[src/hdl/dlas_pkg.sv]
// ----------------------------------------------------------------------------
// dlas_pkg: shared types and constants
// Action codes, the digit type and decimal constants used by the decimal
// long add/subtract block.
// ----------------------------------------------------------------------------
`default_nettype none

package dlas_pkg;

  typedef logic [3:0] digit_t;

  typedef enum logic [2:0] {
    ACT_APPEND_A = 3'd0,
    ACT_APPEND_B = 3'd1,
    ACT_SUM      = 3'd2,
    ACT_DIFF     = 3'd3,
    ACT_CLEAR    = 3'd4
  } action_e;

  // Radix in the width of a digit sum with carry
  localparam logic [4:0] RADIX = 5'd10;

  // Largest decimal digit; stored digits saturate to it
  localparam digit_t DIGIT_MAX = 4'd9;

  // Digit written when a sum carries out of the top position
  localparam digit_t DIGIT_ONE = 4'd1;

endpackage

`default_nettype wire

[src/hdl/dlas_operand.sv]
// ----------------------------------------------------------------------------
// dlas_operand: operand digit store
// Holds one decimal number in arrival order (most significant digit first)
// with its digit count, and reads one digit per cycle by position counted
// from the least significant end. Positions at or above the count read zero.
// ----------------------------------------------------------------------------
`default_nettype none

module dlas_operand #(
  parameter int MAX_DIGITS = 32
) (
  input  wire                                 clk_i,
  input  wire                                 rst_ni,
  input  wire                                 clear_i,
  input  wire                                 append_i,
  input  dlas_pkg::digit_t                    digit_i,
  input  wire [$clog2(MAX_DIGITS + 1) - 1:0]  rd_pos_i,
  output logic [$clog2(MAX_DIGITS + 1) - 1:0] count_o,
  output dlas_pkg::digit_t                    rd_digit_o
);

  import dlas_pkg::*;

  localparam int CW = $clog2(MAX_DIGITS + 1);
  localparam int AW = (MAX_DIGITS > 1) ? $clog2(MAX_DIGITS) : 1;

  digit_t          mem_q [MAX_DIGITS];
  logic [CW - 1:0] count_q, count_d;
  logic [CW - 1:0] rd_addr;
  digit_t          rd_q;
  logic            in_range_q;
  digit_t          wr_digit;

  // Saturate incoming digits to nine
  assign wr_digit = (digit_i > DIGIT_MAX) ? DIGIT_MAX : digit_i;

  // Advance the count on an append while room is left; drop it on clear
  always_comb begin
    count_d = count_q;
    if (clear_i) begin
      count_d = '0;
    end else if (append_i && (count_q < CW'(MAX_DIGITS))) begin
      count_d = count_q + CW'(1);
    end
  end

  always_ff @(posedge clk_i or negedge rst_ni) begin
    if (!rst_ni) begin
      count_q    <= '0;
      in_range_q <= 1'b0;
    end else begin
      count_q    <= count_d;
      in_range_q <= (rd_pos_i < count_q);
    end
  end

  // Digit storage: write at the count, read mirrored from the count
  assign rd_addr = count_q - CW'(1) - rd_pos_i;

  always_ff @(posedge clk_i) begin
    if (append_i && !clear_i && (count_q < CW'(MAX_DIGITS))) begin
      mem_q[count_q[AW - 1:0]] <= wr_digit;
    end
    rd_q <= mem_q[rd_addr[AW - 1:0]];
  end

  assign count_o    = count_q;
  assign rd_digit_o = in_range_q ? rd_q : '0;

endmodule

`default_nettype wire

[src/hdl/dlas_digit_alu.sv]
// ----------------------------------------------------------------------------
// dlas_digit_alu: one-digit decimal adder/subtractor
// Adds two decimal digits with carry in, or subtracts the second digit and
// a borrow in from the first, giving a decimal digit and carry or borrow out.
// ----------------------------------------------------------------------------
`default_nettype none

module dlas_digit_alu (
  input  dlas_pkg::digit_t  a_i,
  input  dlas_pkg::digit_t  b_i,
  input  wire               carry_i,
  input  wire               sub_i,
  output dlas_pkg::digit_t  digit_o,
  output logic              carry_o
);

  import dlas_pkg::*;

  logic [4:0] sum_w;
  logic [4:0] sub_w;
  logic [4:0] a_w;

  assign a_w   = {1'b0, a_i};
  assign sum_w = a_w + {1'b0, b_i} + {4'd0, carry_i};
  assign sub_w = {1'b0, b_i} + {4'd0, carry_i};

  // Wrap the digit into range and flag carry or borrow
  always_comb begin
    if (sub_i) begin
      if (a_w < sub_w) begin
        digit_o = 4'(a_w + RADIX - sub_w);
        carry_o = 1'b1;
      end else begin
        digit_o = 4'(a_w - sub_w);
        carry_o = 1'b0;
      end
    end else begin
      if (sum_w >= RADIX) begin
        digit_o = 4'(sum_w - RADIX);
        carry_o = 1'b1;
      end else begin
        digit_o = sum_w[3:0];
        carry_o = 1'b0;
      end
    end
  end

endmodule

`default_nettype wire

[src/hdl/dlas_result_buf.sv]
// ----------------------------------------------------------------------------
// dlas_result_buf: result digit buffer
// Single-port-write, single-port-read digit memory that collects result
// digits least significant first; the read data is registered.
// ----------------------------------------------------------------------------
`default_nettype none

module dlas_result_buf #(
  parameter int MAX_DIGITS = 32
) (
  input  wire                                clk_i,
  input  wire                                wr_en_i,
  input  wire [$clog2(MAX_DIGITS + 1) - 1:0] wr_addr_i,
  input  dlas_pkg::digit_t                   wr_digit_i,
  input  wire [$clog2(MAX_DIGITS + 1) - 1:0] rd_addr_i,
  output dlas_pkg::digit_t                   rd_digit_o
);

  import dlas_pkg::*;

  localparam int DEPTH = MAX_DIGITS + 1;

  digit_t mem_q [DEPTH];
  digit_t rd_q;

  // Write one digit, read one digit each cycle
  always_ff @(posedge clk_i) begin
    if (wr_en_i) begin
      mem_q[wr_addr_i] <= wr_digit_i;
    end
    rd_q <= mem_q[rd_addr_i];
  end

  assign rd_digit_o = rd_q;

endmodule

`default_nettype wire

[src/hdl/decimal_long_add_subtract.sv]
// ----------------------------------------------------------------------------
// decimal_long_add_subtract: digit-serial decimal adder/subtractor
// Loads two unsigned decimal numbers digit by digit and emits their sum or
// difference one digit per cycle, most significant first, zeros trimmed.
// ----------------------------------------------------------------------------
// A transfer is taken when start is high and busy is low. Appends and clear
// leave busy low. A sum or difference over n = max of the two digit counts
// (at least 1) walks the operands least significant digit first through one
// digit adder, one digit per cycle, into a result buffer, then reads the
// buffer back from the top nonzero digit down. The result digits appear on
// res_valid_o, the last one in the first cycle with busy low. A negative
// difference gives a single result marked unavailable in the first cycle
// with busy low. Results are strobed for one cycle and cannot be held off.
// Digits above nine are stored as nine; appends to a full number are dropped.
// ----------------------------------------------------------------------------
`default_nettype none

module decimal_long_add_subtract #(
  parameter int MAX_DIGITS = 32
) (
  input  wire               clk_i,
  input  wire               rst_ni,
  input  wire               start,
  output logic              busy,
  input  wire [2:0]         action_i,
  input  dlas_pkg::digit_t  digit_i,
  output logic              res_valid_o,
  output dlas_pkg::digit_t  digit_res_o,
  output logic              unavailable_o,
  output logic              last_o
);

  import dlas_pkg::*;

  localparam int CW = $clog2(MAX_DIGITS + 1);

  typedef enum logic [1:0] {
    ST_IDLE,
    ST_CALC,
    ST_FINISH,
    ST_EMIT
  } state_e;

  state_e          state_q;
  logic            sub_q;
  logic            carry_q;
  logic [CW - 1:0] rpos_q;
  logic [CW - 1:0] wpos_q;
  logic            v_q;
  logic [CW - 1:0] top_q;
  logic [CW - 1:0] eaddr_q;
  logic            out_valid_q;
  logic            out_unavail_q;
  logic            out_last_q;

  logic            accept;
  logic            append_a;
  logic            append_b;
  logic            clear;
  logic [CW - 1:0] cnt_a;
  logic [CW - 1:0] cnt_b;
  logic [CW - 1:0] n_max;
  logic [CW - 1:0] steps;
  digit_t          rd_a;
  digit_t          rd_b;
  digit_t          alu_digit;
  logic            alu_carry;
  logic            final_carry;
  logic            buf_we;
  logic [CW - 1:0] buf_waddr;
  digit_t          buf_wdata;
  digit_t          buf_rdata;

  // Decode the command transfer
  assign accept = start && (state_q == ST_IDLE);

  always_comb begin
    append_a = 1'b0;
    append_b = 1'b0;
    clear    = 1'b0;
    if (accept) begin
      unique case (action_i)
        ACT_APPEND_A: append_a = 1'b1;
        ACT_APPEND_B: append_b = 1'b1;
        ACT_CLEAR:    clear    = 1'b1;
        default:      ;
      endcase
    end
  end

  dlas_operand #(
    .MAX_DIGITS (MAX_DIGITS)
  ) u_operand_a (
    .clk_i      (clk_i),
    .rst_ni     (rst_ni),
    .clear_i    (clear),
    .append_i   (append_a),
    .digit_i    (digit_i),
    .rd_pos_i   (rpos_q),
    .count_o    (cnt_a),
    .rd_digit_o (rd_a)
  );

  dlas_operand #(
    .MAX_DIGITS (MAX_DIGITS)
  ) u_operand_b (
    .clk_i      (clk_i),
    .rst_ni     (rst_ni),
    .clear_i    (clear),
    .append_i   (append_b),
    .digit_i    (digit_i),
    .rd_pos_i   (rpos_q),
    .count_o    (cnt_b),
    .rd_digit_o (rd_b)
  );

  // Walk max(count) positions, at least one so an empty pair yields zero
  assign n_max = (cnt_a > cnt_b) ? cnt_a : cnt_b;
  assign steps = (n_max == '0) ? CW'(1) : n_max;

  dlas_digit_alu u_alu (
    .a_i     (rd_a),
    .b_i     (rd_b),
    .carry_i (carry_q),
    .sub_i   (sub_q),
    .digit_o (alu_digit),
    .carry_o (alu_carry)
  );

  // Sum carry out of the top position becomes one more digit
  assign final_carry = (state_q == ST_FINISH) && !sub_q && carry_q;

  always_comb begin
    buf_we    = 1'b0;
    buf_waddr = wpos_q;
    buf_wdata = alu_digit;
    if ((state_q == ST_CALC) && v_q) begin
      buf_we = 1'b1;
    end else if (final_carry) begin
      buf_we    = 1'b1;
      buf_waddr = steps;
      buf_wdata = DIGIT_ONE;
    end
  end

  dlas_result_buf #(
    .MAX_DIGITS (MAX_DIGITS)
  ) u_result_buf (
    .clk_i      (clk_i),
    .wr_en_i    (buf_we),
    .wr_addr_i  (buf_waddr),
    .wr_digit_i (buf_wdata),
    .rd_addr_i  (eaddr_q),
    .rd_digit_o (buf_rdata)
  );

  // Sequence the digit walk, the carry fixup and the emit pass
  always_ff @(posedge clk_i or negedge rst_ni) begin
    if (!rst_ni) begin
      state_q       <= ST_IDLE;
      sub_q         <= 1'b0;
      carry_q       <= 1'b0;
      rpos_q        <= '0;
      wpos_q        <= '0;
      v_q           <= 1'b0;
      top_q         <= '0;
      eaddr_q       <= '0;
      out_valid_q   <= 1'b0;
      out_unavail_q <= 1'b0;
      out_last_q    <= 1'b0;
    end else begin
      out_valid_q   <= 1'b0;
      out_unavail_q <= 1'b0;
      out_last_q    <= 1'b0;
      unique case (state_q)
        ST_IDLE: begin
          if (accept && ((action_i == ACT_SUM) || (action_i == ACT_DIFF))) begin
            state_q <= ST_CALC;
            sub_q   <= (action_i == ACT_DIFF);
            carry_q <= 1'b0;
            rpos_q  <= '0;
            v_q     <= 1'b0;
            top_q   <= '0;
          end
        end
        ST_CALC: begin
          // Issue operand reads, one position per cycle
          if (rpos_q < steps) begin
            rpos_q <= rpos_q + CW'(1);
            wpos_q <= rpos_q;
            v_q    <= 1'b1;
          end else begin
            v_q <= 1'b0;
          end
          // Fold the digit that was read last cycle
          if (v_q) begin
            carry_q <= alu_carry;
            if (alu_digit != '0) begin
              top_q <= wpos_q;
            end
            if (wpos_q == (steps - CW'(1))) begin
              state_q <= ST_FINISH;
              v_q     <= 1'b0;
            end
          end
        end
        ST_FINISH: begin
          if (sub_q && carry_q) begin
            out_valid_q   <= 1'b1;
            out_unavail_q <= 1'b1;
            out_last_q    <= 1'b1;
            state_q       <= ST_IDLE;
          end else begin
            eaddr_q <= final_carry ? steps : top_q;
            state_q <= ST_EMIT;
          end
        end
        ST_EMIT: begin
          // Read back from the top digit down; data lines up with the strobe
          out_valid_q <= 1'b1;
          out_last_q  <= (eaddr_q == '0);
          if (eaddr_q == '0) begin
            state_q <= ST_IDLE;
          end else begin
            eaddr_q <= eaddr_q - CW'(1);
          end
        end
      endcase
    end
  end

  assign busy          = (state_q != ST_IDLE);
  assign res_valid_o   = out_valid_q;
  assign digit_res_o   = out_unavail_q ? '0 : buf_rdata;
  assign unavailable_o = out_unavail_q;
  assign last_o        = out_last_q;

endmodule

`default_nettype wire
[config.mk]
export PLATFORM = sky130hd
export DESIGN_NAME = decimal_long_add_subtract
export DESIGN_NICKNAME = d
export VERILOG_FILES = /design/src/hdl/dlas_pkg.sv /design/src/hdl/dlas_operand.sv /design/src/hdl/dlas_digit_alu.sv /design/src/hdl/dlas_result_buf.sv /design/src/hdl/decimal_long_add_subtract.sv
export SDC_FILE = /design/constraint.sdc
export NUM_CORES = 1
export LEC_CHECK = 0
export BUFFER_PORTS_ARGS = -buffer_cell sky130_fd_sc_hd__buf_2
export CAP_MARGIN = 20
export CORE_MARGIN = 2
export CORE_UTILIZATION = 30
export DETAILED_ROUTE_END_ITERATION = 16
export SYNTH_ARGS = -nofsm -noshare
export SYNTH_HDL_FRONTEND = slang
export SYNTH_SLANG_ARGS = --single-unit
[constraint.sdc]
create_clock -name clk_i -period 4.89 [get_ports clk_i]
set_input_delay 0.489 -clock clk_i [delete_from_list [all_inputs] [get_ports clk_i]]
set_output_delay 0.489 -clock clk_i [all_outputs]
set_load 0.03 [all_outputs]
======== Word-level counts from Yosys, hierarchy flattened ========
Memories as Yosys holds them, arrays and structs flattened. A register that Yosys moved wholly into a read port is not among the register bits.
Cells that the tools add are included.
storage, ports and cells
  RAM bits ................................ 388
  memories kept ........................... 3
  flip-flop bits (word level) ............. 46
  output and inout port bits .............. 8
operators by class
  add/sub/neg operators ................... 16
  reduce and logical (&&, ||, !) cells .... 33
  equal/unequal tests ..................... 16
  magnitude comparators ................... 9
  multiplexer cells ....................... 61
memory list
  name                words  width  rd ports  clocked after Yosys merged registers in  write ports  line                   source
  u_result_buf.mem_q  33     4      1         1                                        1            dlas_result_buf.sv:23  digit_t mem_q [DEPTH];
  u_operand_a.mem_q   32     4      1         1                                        1            dlas_operand.sv:27     digit_t mem_q [MAX_DIGITS];
  u_operand_b.mem_q   32     4      1         1                                        1            dlas_operand.sv:27
operators by type and width
  operator                                           count
  2-to-1 mux 6 bit                                   15
  2-to-1 mux 4 bit                                   9
  one-hot mux 6 bit (2 select lines)                 3
  2-to-1 mux 1 bit                                   24
  adder 6 x 1 -> 6 bit (second input constant)       3
  < comparator 6 bit                                 3
  logical AND 1 bit                                  12
  zero test 6 bit                                    2
  < comparator 6 bit (second input constant)         2
  subtractor 6 x 1 -> 6 bit (second input constant)  2
  2-to-1 mux 2 bit                                   5
  nonzero test 2 bit                                 5
  subtractor 5 x 1 -> 5 bit (second input constant)  2
  subtractor 5 bit                                   2
  AND reduction 3 bit                                3
  != test 2 x 1 -> 1 bit (second input constant)     4
  != test 2 bit (second input constant)              4
  one-hot mux 1 bit (2 select lines)                 4
  one-hot mux 2 bit (4 select lines)                 1
  AND reduction 4 bit                                2
  subtractor 4 bit                                   2
  == test 3 x 2 -> 1 bit (second input constant)     2
  == test 6 bit                                      1
  > comparator 6 bit                                 1
  other kinds (18)                                   22

======== Depth between registers and ports, before layout ========
Gate-level depths: netlist (run 1).
  depth after elaboration ................. 10
  mapped depth ............................ 19
  mapped depth without buffers ............ 17

======== Hierarchy ========
From an unflattened synthesis (run 1), not the netlist that was laid out.
unflattened totals
  cell total of the unflattened synthesis .. 1,336
  area, all modules ....................... 20,238.2 sq um
by module, submodules not included
  module                      instances  cells an instance  area each (sq um)  sequential area each (sq um)
  dlas_operand (u_operand_a)  1          332                5,898.2            4,098.9
  dlas_operand (u_operand_b)  1          334                5,895.7            4,098.9
  dlas_result_buf             1          325                5,480.3            4,043.9
  decimal_long_add_subtract   1          267                2,328.5            800.8
  dlas_digit_alu              1          78                 635.6              0.0

======== Least setup slack after synthesis (run 1) ========
No wires, ideal clock.
  kind .................................... reg-to-reg
  from .................................... reg u_operand_b.count_q[4], in the netlist u_operand_b.count_o[4]
  to ...................................... mem u_result_buf.mem_q[32][0] in the netlist's numbering (enable)
  required time ........................... 4,500 ps
  setup slack ............................. 1,007 ps
  stages on the path, launching flop included .. 11
  data arrival time ....................... 3,493 ps
  buffers on the path ..................... 1
  library setup time ...................... 390 ps
  cell sequence ........................... dfrtp_1 > clkbuf_1 > clkinv_1 > ha_1 > and4_4 > a311oi_2 > nor2_2 > a21oi_1 > a21oi_1 > or2_1 > a2111oi_0
between the ends
  cells in the longest elaborated chain, start to end .. 6
ends and longest elaborated chain
  what                    line                              source
  start, declared         dlas_operand.sv:28                logic [CW - 1:0] count_q, count_d;
  start signal, assigned  dlas_operand.sv:52                count_q <= count_d;
  > comparator 6 bit      decimal_long_add_subtract.sv:118  assign n_max = (cnt_a > cnt_b) ? cnt_a : cnt_b;
  2-to-1 mux 6 bit (*)    decimal_long_add_subtract.sv:118
  zero test 6 bit         decimal_long_add_subtract.sv:119  assign steps = (n_max == '0) ? CW'(1) : n_max;
  2-to-1 mux 6 bit (*)    decimal_long_add_subtract.sv:119
  2-to-1 mux 6 bit (*)    decimal_long_add_subtract.sv:139  end else if (final_carry) begin
  2-to-1 mux 6 bit (*)    decimal_long_add_subtract.sv:137  if ((state_q == ST_CALC) && v_q) begin
  end, declared           dlas_result_buf.sv:23
Mark *: on every way between the ends. The rest lies on a longest branch, timed or not.

======== Final worst setup path (run 1) ========
  from .................................... reg u_operand_b.count_q[2], in the netlist u_operand_b.count_o[2]
  to ...................................... mem u_result_buf.mem_q[32][2] in the netlist's numbering (enable)
The elaborated chain is that of the path after synthesis.

==> metrics.yaml, run 1 <==
critPathArrivalTime_ns: 4.85
max_clock_freq_mhz: 220
syn_nets: 1298
die_y_um: 261
clk_pin_slew_ns: 0.06
portBuffers: 17
grt_pass1_wl_um: 66900
synth_edf_count: 388
yosysUniqueCellTypes: 70
cts_sinks: 446
path_class: "register to register"
via_per_inst: 4.97
drc: 0
postRouteAntennaNets: 0
cap_violations: 0
pwr-share-seq_pct: 52.0
antenna_found_initial: 0
vias: 10900
die-area_mm2: 0.0683
gr-total-overflow: 0
cts_tree: "yes"
worstPathCellList: "inv_1 -> ha_1 -> and4_4 -> a311oi_2 -> nor2_2 -> a21oi_1 -> a21oi_1 -> or2_1 -> a2111oi_0 -> buf_4"
core_mm2: 0.0656
period_needed_ns: 4.55
drive_gt1_share_pct: 21.6
grt_pass1_vias: 11100
synth_top_flop_cell: "edfxtp_1"
drv_slew: 0
fin_worst_skew_ns: 0.0354
cp.required_ns: 5.19
cp_max_fo: 11
hp-class: "input pin to async pin"
htreeDepth: 2
slew_headroom_pct: 22.5
rsz0062_at_grt: "no"
p_int_mw: 6.36
num_rows: 94
cts_buffers: 48
final_util_pct: 34.8
avgSynthCellArea_um2: 16.2
tightest_slew_ns: 1.15
switchingPower_mw: 1.55
hold_viol: 0
grt_max_degree: 68
power.share.combinational_pct: 0.7
finalInstanceArea_mm2: 0.0228
io_pins: 18
vdd_drop_max_v: 0.000318
final_cells: 2182
async_flop_share_pct: 10.3
p_leak_nw: 7.21
routed_wl_um: 42900
grt_use_total_pct: 12.7
area_growth_pct: 14.9
start_kind: "register"
final_nets: 1353
crit_family: "compound AO/OA/AOI/OAI gates"
place.detailed.hpwl_um: 28800
synth_area_mm2: 0.0199
slowest_stage: "a2111oi_0"
dr.pass1.iters: 5
globalplace.congestion: 0.922
antennaDiodeCount: 0
critPathMostFrequentCell: "a21oi_1"
clockPowerShare_pct: 47.2
crit_path_end_kind: "register"
initial_core_util_pct: 30.3
run_status: "completed"
synthCells: 1226
swShare_pct: 19.6
clockBufferDepth: 3
yosys_warnings: 0
die_x_um: 261
synth_seq_area_share_pct: 65.6
insertion_delay_ns: 0.60
synth_seq_cells: 446
cts.hold.buffers_added: 0
wl_per_cell_um: 19.7
dp_cells: 2090
cts_root_buf: "clkbuf_16"
placed_area_mm2: 0.0211
powerDensity_mw_per_mm2: 347
drtIter0Drc: 937
setup_viol: 0
period_share_pct: 93.1
critPathMaxStageDelay_ns: 0.75
setup-tns-final_ns: 0
crit_buf_inv: 2
==> cells in the final DEF, fill, tap and decap left out, drive strengths merged, types with 18 or more instances in the layout <==
cell and instances:
clkbuf 65, mux4 120, xnor2 19, inv 51, a21oi 41, ha 55, dfrtp 46, nand3 22
nand2 61, o21ai 32, nor2 136, nor2b 18, buf 49, edfxtp 388
==> per-layer routing <==
| layer | vias to the layer above | GRT usage [%] | part of all wire [%] |
|---|---|---|---|
| li1 | 4887 | - | - |
| met1 | 5554 | 17.5 | 44 |
| met2 | 341 | 20.3 | 47 |
| met3 | 73 | 2.46 | 5.9 |
| met4 | 0 | 4.15 | 2.3 |
| met5 | - | 0 | 0 |
==> metrics by stage <==
step,hold WS [ns],setup slack (ns),total power [mW]
after floorplan,0.193,1.01,4.22
after global placement,0.475,0.443,4.25
after detailed placement,0.482,0.316,4.26
after CTS,0.00190,0.272,8.00
after global routing,0.0402,0.0897,8.15
final,0.0137,0.338,7.92
==> path summary, 6_finish.rpt <==
kind                                           startpoint                         end  slack [ns]  cells past startpoint
max in group asynchronous                          rst_ni                  eaddr_q[0]        4.34                      2
worst max-delay path               u_operand_b.count_o[2]   u_result_buf.mem_q[32][2]        0.34                     10
min in group clk_i                            action_i[0]                       sub_q        0.23                      3
worst min register to register  u_result_buf.mem_q[32][2]  u_result_buf.rd_digit_o[2]        0.50                      2
worst max register to register     u_operand_b.count_o[2]   u_result_buf.mem_q[32][2]        0.34                     10
worst min-delay path                               rst_ni      u_operand_b.count_o[1]        0.01                      2
==> worst register-to-register path, delay by kind of cell, from the launching register on <==
kind | cells | cell delay [ns]
AND/OR/NAND/NOR | 3 | 0.81
adder cells (fa/ha/maj) | 1 | 0.36
flip-flops | 1 | 0.52
buffers and inverters | 2 | 0.50
AO/OA/AOI/OAI | 4 | 2.07
==> cell usage after synthesis (all sizes together) (4+ instances only) <==
master	count	area (um^2)
a21o	7	52.6
a21oi	41	216
a31oi	8	56.3
and2	12	75.1
buf	11	47.5
clkbuf	33	124
dfrtp	46	1150
dfxtp	12	240
edfxtp	388	11700
fa	7	140
ha	55	688
inv	48	180
mux2	16	180
mux2i	15	150
mux4	120	2700
nand2	61	229
nand2b	15	93.8
nand3	22	115
nand4	9	56.3
nor2	136	515
nor2b	18	113
nor3	9	45.0
nor3b	5	37.5
nor4	5	37.5
o211ai	4	30.0
o21a	7	52.6
o21ai	32	168
o22ai	4	25.0
or2	7	43.8
or3	7	48.8
xnor2	19	166
xor2	6	52.6
==> logic make-up after synthesis <==
family	after synthesis	synth area share, %
AOI/OAI and AO/OA	133	4.51
xor gates and xnor gates	25	1.10
adders and majority gates	62	4.17
buffers and inverters	94	1.81
DFF	446	65.6
muxes	151	15.3
and+or+nand+nor	315	7.51
==> timing repair <==
| item | in CTS | in global routing |
|---|---|---|
| setup buffers | 0 | 2 |
| gates resized for setup | 0 | 0 |
| setup endpoints to repair | 0 | 1 |
==> flip-flops by register name (all words and copies together), names as in the netlist, 6 cells and up <==
register             flops
u_operand_b.mem_q      128
top_q                    6
u_result_buf.mem_q     132
eaddr_q                  6
rpos_q                   6
u_operand_a.mem_q      128
u_operand_a.count_o      6
u_operand_b.count_o      6
wpos_q                   6
==> layout make-up <==
class | count | area, um^2
Fill cell | 6270 | 42800
Sequential cell | 446 | 13000
Multi-Input combinational cell | 686 | 6500
Clock buffer | 65 | 1400
Tap cell | 864 | 1080
Timing Repair Buffer | 49 | 353
Clock inverter | 22 | 253
Inverter | 50 | 188
==> power groups by stage <==
stage / clock network (mW) / logic, mW / registers, mW
final: 3.74 / 0.0580 / 4.12
after global routing: 3.97 / 0.0650 / 4.12
after CTS: 3.83 / 0.0571 / 4.12
after detailed placement: 0 / 0.0572 / 4.20
after global placement: 0 / 0.0539 / 4.20
after floorplan: 0 / 0.0184 / 4.20
No activity file was read; power rests on OpenSTA's default activity.
==> run 2, diff against run 1 <==
--- a/config.mk
+++ b/config.mk
@@ -5,6 +5,7 @@
 export SDC_FILE = /design/constraint.sdc
 export NUM_CORES = 1
 export LEC_CHECK = 0
+export ABC_AREA = 1
 export BUFFER_PORTS_ARGS = -buffer_cell sky130_fd_sc_hd__buf_2
 export CAP_MARGIN = 20
 export CORE_MARGIN = 2
==> constraint.sdc (replaced) <==
create_clock -name clk_i -period 4.89 [get_ports clk_i]
set_input_delay 0.2445 -clock clk_i [delete_from_list [all_inputs] [get_ports clk_i]]
set_output_delay 0.2445 -clock clk_i [all_outputs]
set_load 0.03 [all_outputs]
==> run 2 against run 1 <==
Compared with the run above: via count increased by 26%; synthesized cell count is 48% higher; worst setup slack improved by 0.87 ns; routed wire length up 10%; critical path depth grew 4; final area about the same; cell count increased by 26%; sequential power about the same; clock skew is 0.011 ns lower; flip-flop and latch count did not move; core utilization is 0.70 points lower; register-to-register slack better by 0.87 ns.
==> metrics.yaml, run 2 <==
final_nets: 1900
reg2reg_slack_ns: 1.21
worstPathCellList: "clkinv_1 -> ha_1 -> nand2_1 -> nor2_4 -> nand2_2 -> nand3_4 -> nand2_4 -> o21ai_1 -> nand2_2 -> inv_1 -> nand2_1 -> o21ai_2 -> nand2_1 -> nor2_1"
slowest_stage: "dfrtp_1"
synth_seq_cells: 446
start_kind: "register"
die_y_um: 264
synth-compound-area-share_pct: 10.8
critPathMaxStageDelay_ns: 0.45
insertion_delay_ns: 0.60
largest_register_ffs: 132
cp.required_ns: 5.11
synth_seq_area_share_pct: 64.5
synthAdderAreaFrac_pct: 4.09
postRouteAntennaNets: 0
gr-total-overflow: 0
hp-class: "input pin to register"
synthXorXnorAreaFrac_pct: 0.779
place.detailed.hpwl_um: 30500
fillers: 6616
path_class: "register to register"
fin_worst_skew_ns: 0.0243
synthCells: 1817
r2r_end: "u_result_buf.mem_q[12][1]"
drive_gt1_share_pct: 9.05
synth_edf_count: 388
grt_use_total_pct: 13.5
antennaDiodeCount: 0
grt_pass1_wl_um: 75200
async_flop_share_pct: 10.3
cts_resized: 0
htreeDepth: 2
wl_per_cell_um: 17.3
core_mm2: 0.0669
rr_startpoint: "u_operand_b.count_o[2]"
multiInputGateArea_mm2: 0.00647
portBuffers: 17
synth.top_cells.by_count: "nor2_1, edfxtp_1, nand2_1"
layout_common_cells: "nor2_1, edfxtp_1, nand2_1, o21ai_0, inv_1"
die_x_um: 264
io_pins: 18
vdd_drop_max_v: 0.000477
top_register: "u_result_buf.mem_q"
crit_path_end_kind: "register"
synth_area_mm2: 0.0202
dr.pass1.iters: 6
final_common_cell: "nor2_1"
rsz0062_at_grt: "no"
drv_slew: 0
run_status: "completed"
critPathMostFrequentCell: "nand2_1"
area_growth_pct: 12.7
clk_pin_slew_ns: 0.06
initial_core_util_pct: 30.2
synth_top_family_by_area: "simple AND/OR/NAND/NOR gates"
max_clock_freq_mhz: 272
clockBufferDepth: 3
antenna_found_initial: 1
ff_latch_area_mm2: 0.0130
routed_wl_um: 47300
tightest_slew_ns: 1.07
worstHoldEndpoint: "sub_q"
slew_headroom_pct: 28.9
cts_sinks: 446
cp_max_fo: 10
powerDensity_mw_per_mm2: 330
vias: 13700
yosys.area_share.simple_pct: 15.2
grt_pass1_vias: 13600
drtIter0Drc: 1281
setup_viol: 0
synth_top_flop_cell: "edfxtp_1"
synth_area_leaders: "edfxtp_1, nor2_1, dfrtp_1"
avgSynthCellArea_um2: 11.1
period_needed_ns: 3.68
globalplace.congestion: 0.855
min_path_cells: 3
drc: 0
synth_top_area_share_pct: 57.6
setup-tns-final_ns: 0
hold_ws_ns: 0.0973
p_leak_nw: 8.01
cts_tree: "yes"
via_per_inst: 4.99
yosys_warnings: 0
synth.most_common_cell: "nor2_1"
cts_root_buf: "clkbuf_16"
cts_buffers: 47
synthMuxAreaShare_pct: 0.891
die-area_mm2: 0.0695
period_share_pct: 75.3
hold_viol: 0
yosysUniqueCellTypes: 52
grt_max_degree: 66
rr_worst_depth: 14
reg.largest.list: "u_result_buf.mem_q (132), u_operand_a.mem_q (128), u_operand_b.mem_q (128)"
min-delay-start: "action_i[0]"
critPathArrivalTime_ns: 3.90
cap_violations: 0
num_rows: 95
syn_nets: 1889
yosys.area.top_type: "edfxtp_1"
## run 2: layer usage
| layer | routed length (um) | part of all wire [%] | track usage [%] |
|---|---|---|---|
| met1 | 21400 | 45 | 18.2 |
| met2 | 22300 | 47 | 22.3 |
| met3 | 2500 | 5.3 | 2.08 |
| met4 | 1060 | 2.2 | 4.36 |
| met5 | 79 | 0.17 | 0.693 |
## run 2: logic make-up (layout without fill, tap and decap cells)
logic type	Yosys count	count (layout)
buffers and inverters	194	244
and+or+nand+nor	736	736
muxes	16	16
AOI/OAI and AO/OA	345	345
adders and majority gates	62	62
xor gates and xnor gates	18	18
DFF	446	446
## run 2: how the worst max path moves through the flow
stage / from / end / depth (start not counted)
6_report: u_operand_b.count_o[2] / u_result_buf.mem_q[12][1] / 14
5_1_grt: u_operand_b.count_o[2] / rpos_q[1] / 16
4_1_cts: u_operand_b.in_range_q / u_result_buf.mem_q[2][2] / 12
3_5_place_dp: u_operand_b.count_o[2] / rpos_q[1] / 16
3_3_place_gp: u_operand_b.in_range_q / u_result_buf.mem_q[25][2] / 12
2_1_floorplan: u_operand_b.in_range_q / u_result_buf.mem_q[0][3] / 13
## run 2: power breakdown
part           leakage, nW  switching (mW)  total [mW]  internal [mW]
clock                0.694            1.48        3.34           1.86
sequential            4.09               0        4.12           4.12
combinational         3.22          0.0548      0.0641        0.00933
total                 8.01            1.53        7.53           5.99
## run 2: layout make-up
type                       count  share of cell area (%)
sequential                   446                    57.2
multi-input combinational   1177                    28.4
clock buffer                  64                    5.48
tap                          873                    4.79
inverter                     114                    1.88
timing repair buffer          42                    1.46
clock inverter                24                   0.817
## run 2: timing repair
| item | 4_1_cts | 5_1_grt |
|---|---|---|
| hold endpoints to repair | 47 | 0 |
| hold buffers | 2 | 0 |
| setup endpoints to repair | 0 | 0 |
| setup buffers | 0 | 0 |
## run 2: worst max-delay path, delay by kind of cell (launching register included)
kind / cells / cell delay, ns
simple gates: 9 / 1.40
fa+ha+maj: 1 / 0.40
compound gates: 2 / 0.58
flops: 1 / 0.45
buf+inv: 2 / 0.46
## run 2: metrics by stage
stage,cell area (um^2),setup slack [ns],util [%],cells,total power [mW]
detailed placement,21300,1.23,31.9,2648,4.27
floorplan,20200,1.42,-,1817,4.22
CTS,22800,1.20,34.0,2738,7.61
global route,22800,0.923,34.1,2740,7.78
global placement,21300,1.33,31.8,2646,4.27
finish,22800,1.21,34.1,2740,7.53
==> run 3, diff against run 2 <==
==> constraint.sdc (replaced) <==
create_clock -name clk_i -period 3.8 [get_ports clk_i]
set_input_delay 0.19 -clock clk_i [delete_from_list [all_inputs] [get_ports clk_i]]
set_output_delay 0.19 -clock clk_i [all_outputs]
set_load 0.03 [all_outputs]
==> run 3 against run 2 <==
Compared with the run above: first-iteration DRC count is 21% lower; register-to-register slack worse by 0.76 ns; clock-buffer cell count is 2 lower; non-clock buffer count is 18 higher; clock skew is 0.0047 ns higher; critical endpoint is now rpos_q[2].
==> metrics.yaml, run 3 (synthesis results as in run 2) <==
insertion_delay_ns: 0.60
place.detailed.hpwl_um: 31700
reg.largest.list: "u_result_buf.mem_q (132), u_operand_a.mem_q (128), u_operand_b.mem_q (128)"
rsz0062_at_grt: "no"
num_rows: 95
routed_wl_um: 48300
cts_root_buf: "clkbuf_16"
setup_viol: 0
clk_pin_slew_ns: 0.06
top_register: "u_result_buf.mem_q"
path_class: "register to register"
io_pins: 18
dp_cells: 2668
via_per_inst: 5.01
largest_register_ffs: 132
vdd_drop_max_v: 0.000365
final_common_cell: "nor2_1"
grt_use_total_pct: 13.8
finalWorstSetupSlack_ns: 0.444
grt_pass1_wl_um: 76300
drtIter0Drc: 1014
fin_worst_skew_ns: 0.0290
postRouteAntennaNets: 0
worstPathCellList: "inv_1 -> ha_1 -> nand2_1 -> nand2_1 -> nand2_2 -> nand3_4 -> nand2_4 -> nand2_1 -> o21ai_1 -> ha_1 -> nand2_1 -> nor2_1 -> a2111oi_0 -> nand2_2 -> nand2_4 -> nand2_1 -> nand2_1"
crit_buf_inv: 1
final_cells: 2755
slew_headroom_pct: 38.1
portBuffers: 17
clockBufferDepth: 3
area_growth_pct: 13.5
p_leak_nw: 8.11
crit_path_end_kind: "register"
die_x_um: 264
drive_gt1_share_pct: 10.4
hold_viol: 0
slowest_stage: "a2111oi_0"
final_nets: 1918
ff_latch_area_mm2: 0.0130
vias: 13800
wl_per_cell_um: 17.5
fillers: 6604
core_mm2: 0.0669
layout_common_cells: "nor2_1, edfxtp_1, nand2_1, o21ai_0, inv_1"
post-place-ws_ns: 0.470
cp.required_ns: 4.34
gr-total-overflow: 0
cts_buffers: 47
cp_max_fo: 20
cap_violations: 0
critPathArrivalTime_ns: 3.90
multiInputGateArea_mm2: 0.00647
period_needed_ns: 3.36
start_kind: "register"
drv_slew: 0
hp-class: "input pin to register"
cts_sinks: 446
tightest_slew_ns: 0.929
grt_max_degree: 66
period_share_pct: 88.3
htreeDepth: 2
setup-tns-final_ns: 0
grt_pass1_vias: 13900
die-area_mm2: 0.0695
antenna_found_initial: 1
drc: 0
die_y_um: 264
powerDensity_mw_per_mm2: 428
critPathMaxStageDelay_ns: 0.44
run_status: "completed"
cts_tree: "yes"
critPathMostFrequentCell: "nand2_1"
antennaDiodeCount: 0
crit_family: "simple AND/OR/NAND/NOR gates"
dr.pass1.iters: 5
initial_core_util_pct: 30.2
globalplace.congestion: 0.871
final_util_pct: 34.3
max_clock_freq_mhz: 298
-- run 3: cell count changes in the layout (fill, tap and decap cells not counted), sizes merged --
cell	change
clkbuf	-2
clkinv	-5
buf	+18
clkinvlp	+4
-- run 3: layer usage --
| metal | GRT usage, % | part of all wire (%) |
|---|---|---|
| met5 | 0 | 0.027 |
| met4 | 5.56 | 3.6 |
| met3 | 2.70 | 6.2 |
| met2 | 22.7 | 47 |
| met1 | 18.0 | 43 |
-- run 3: layout make-up --
type	instances	area share (%)
timing repair buffer	60	1.91
clock buffer	62	5.63
sequential	446	56.8
multi-input combinational	1177	28.2
inverter	114	1.86
clock inverter	23	0.866
tap	873	4.76
-- run 3: worst paths after layout --
path                                                 from                         end  slack, ns  cells past startpoint
worst max-delay path               u_operand_b.count_o[1]                   rpos_q[2]       0.44                     17
worst min-delay path                          action_i[0]                       sub_q       0.05                      3
worst max register to register     u_operand_b.count_o[1]                   rpos_q[2]       0.44                     17
worst min register to register  u_result_buf.mem_q[32][0]  u_result_buf.rd_digit_o[0]       0.45                      2
max in group asynchronous                          rst_ni      u_operand_b.count_o[4]       3.07                      3
min in group asynchronous                          rst_ni                    top_q[4]       0.28                      3
-- run 3: what timing repair did --
item,CTS,global route
setup endpoints to repair,0,0
buffers inserted,0,0
endpoints found under the hold margin,47,0
hold buffers,2,0
gates resized for setup,0,0
-- run 3: report_power, final --
part	internal, mW	switching, mW	total [mW]
logic	0.0136	0.0744	0.0880
clock network	2.48	1.96	4.44
registers	5.30	0	5.30
total	7.80	2.03	9.83
-- run 3: worst min-delay path: cells and delay by family --
kind	cells	cell delay, ns
buffers and inverters	2	0.25
AOI/OAI and AO/OA	1	0.17
-- run 3: per-stage QoR --
step                cell area [um^2]  power, mW  hold WS (ns)
floorplan                      20200       5.44        -0.106
global placement               21500       5.50         0.376
detailed placement             21500       5.50         0.389
CTS                            23000       9.93       0.00138
global route                   23000       10.1        0.0637
finish                         23000       9.83        0.0515
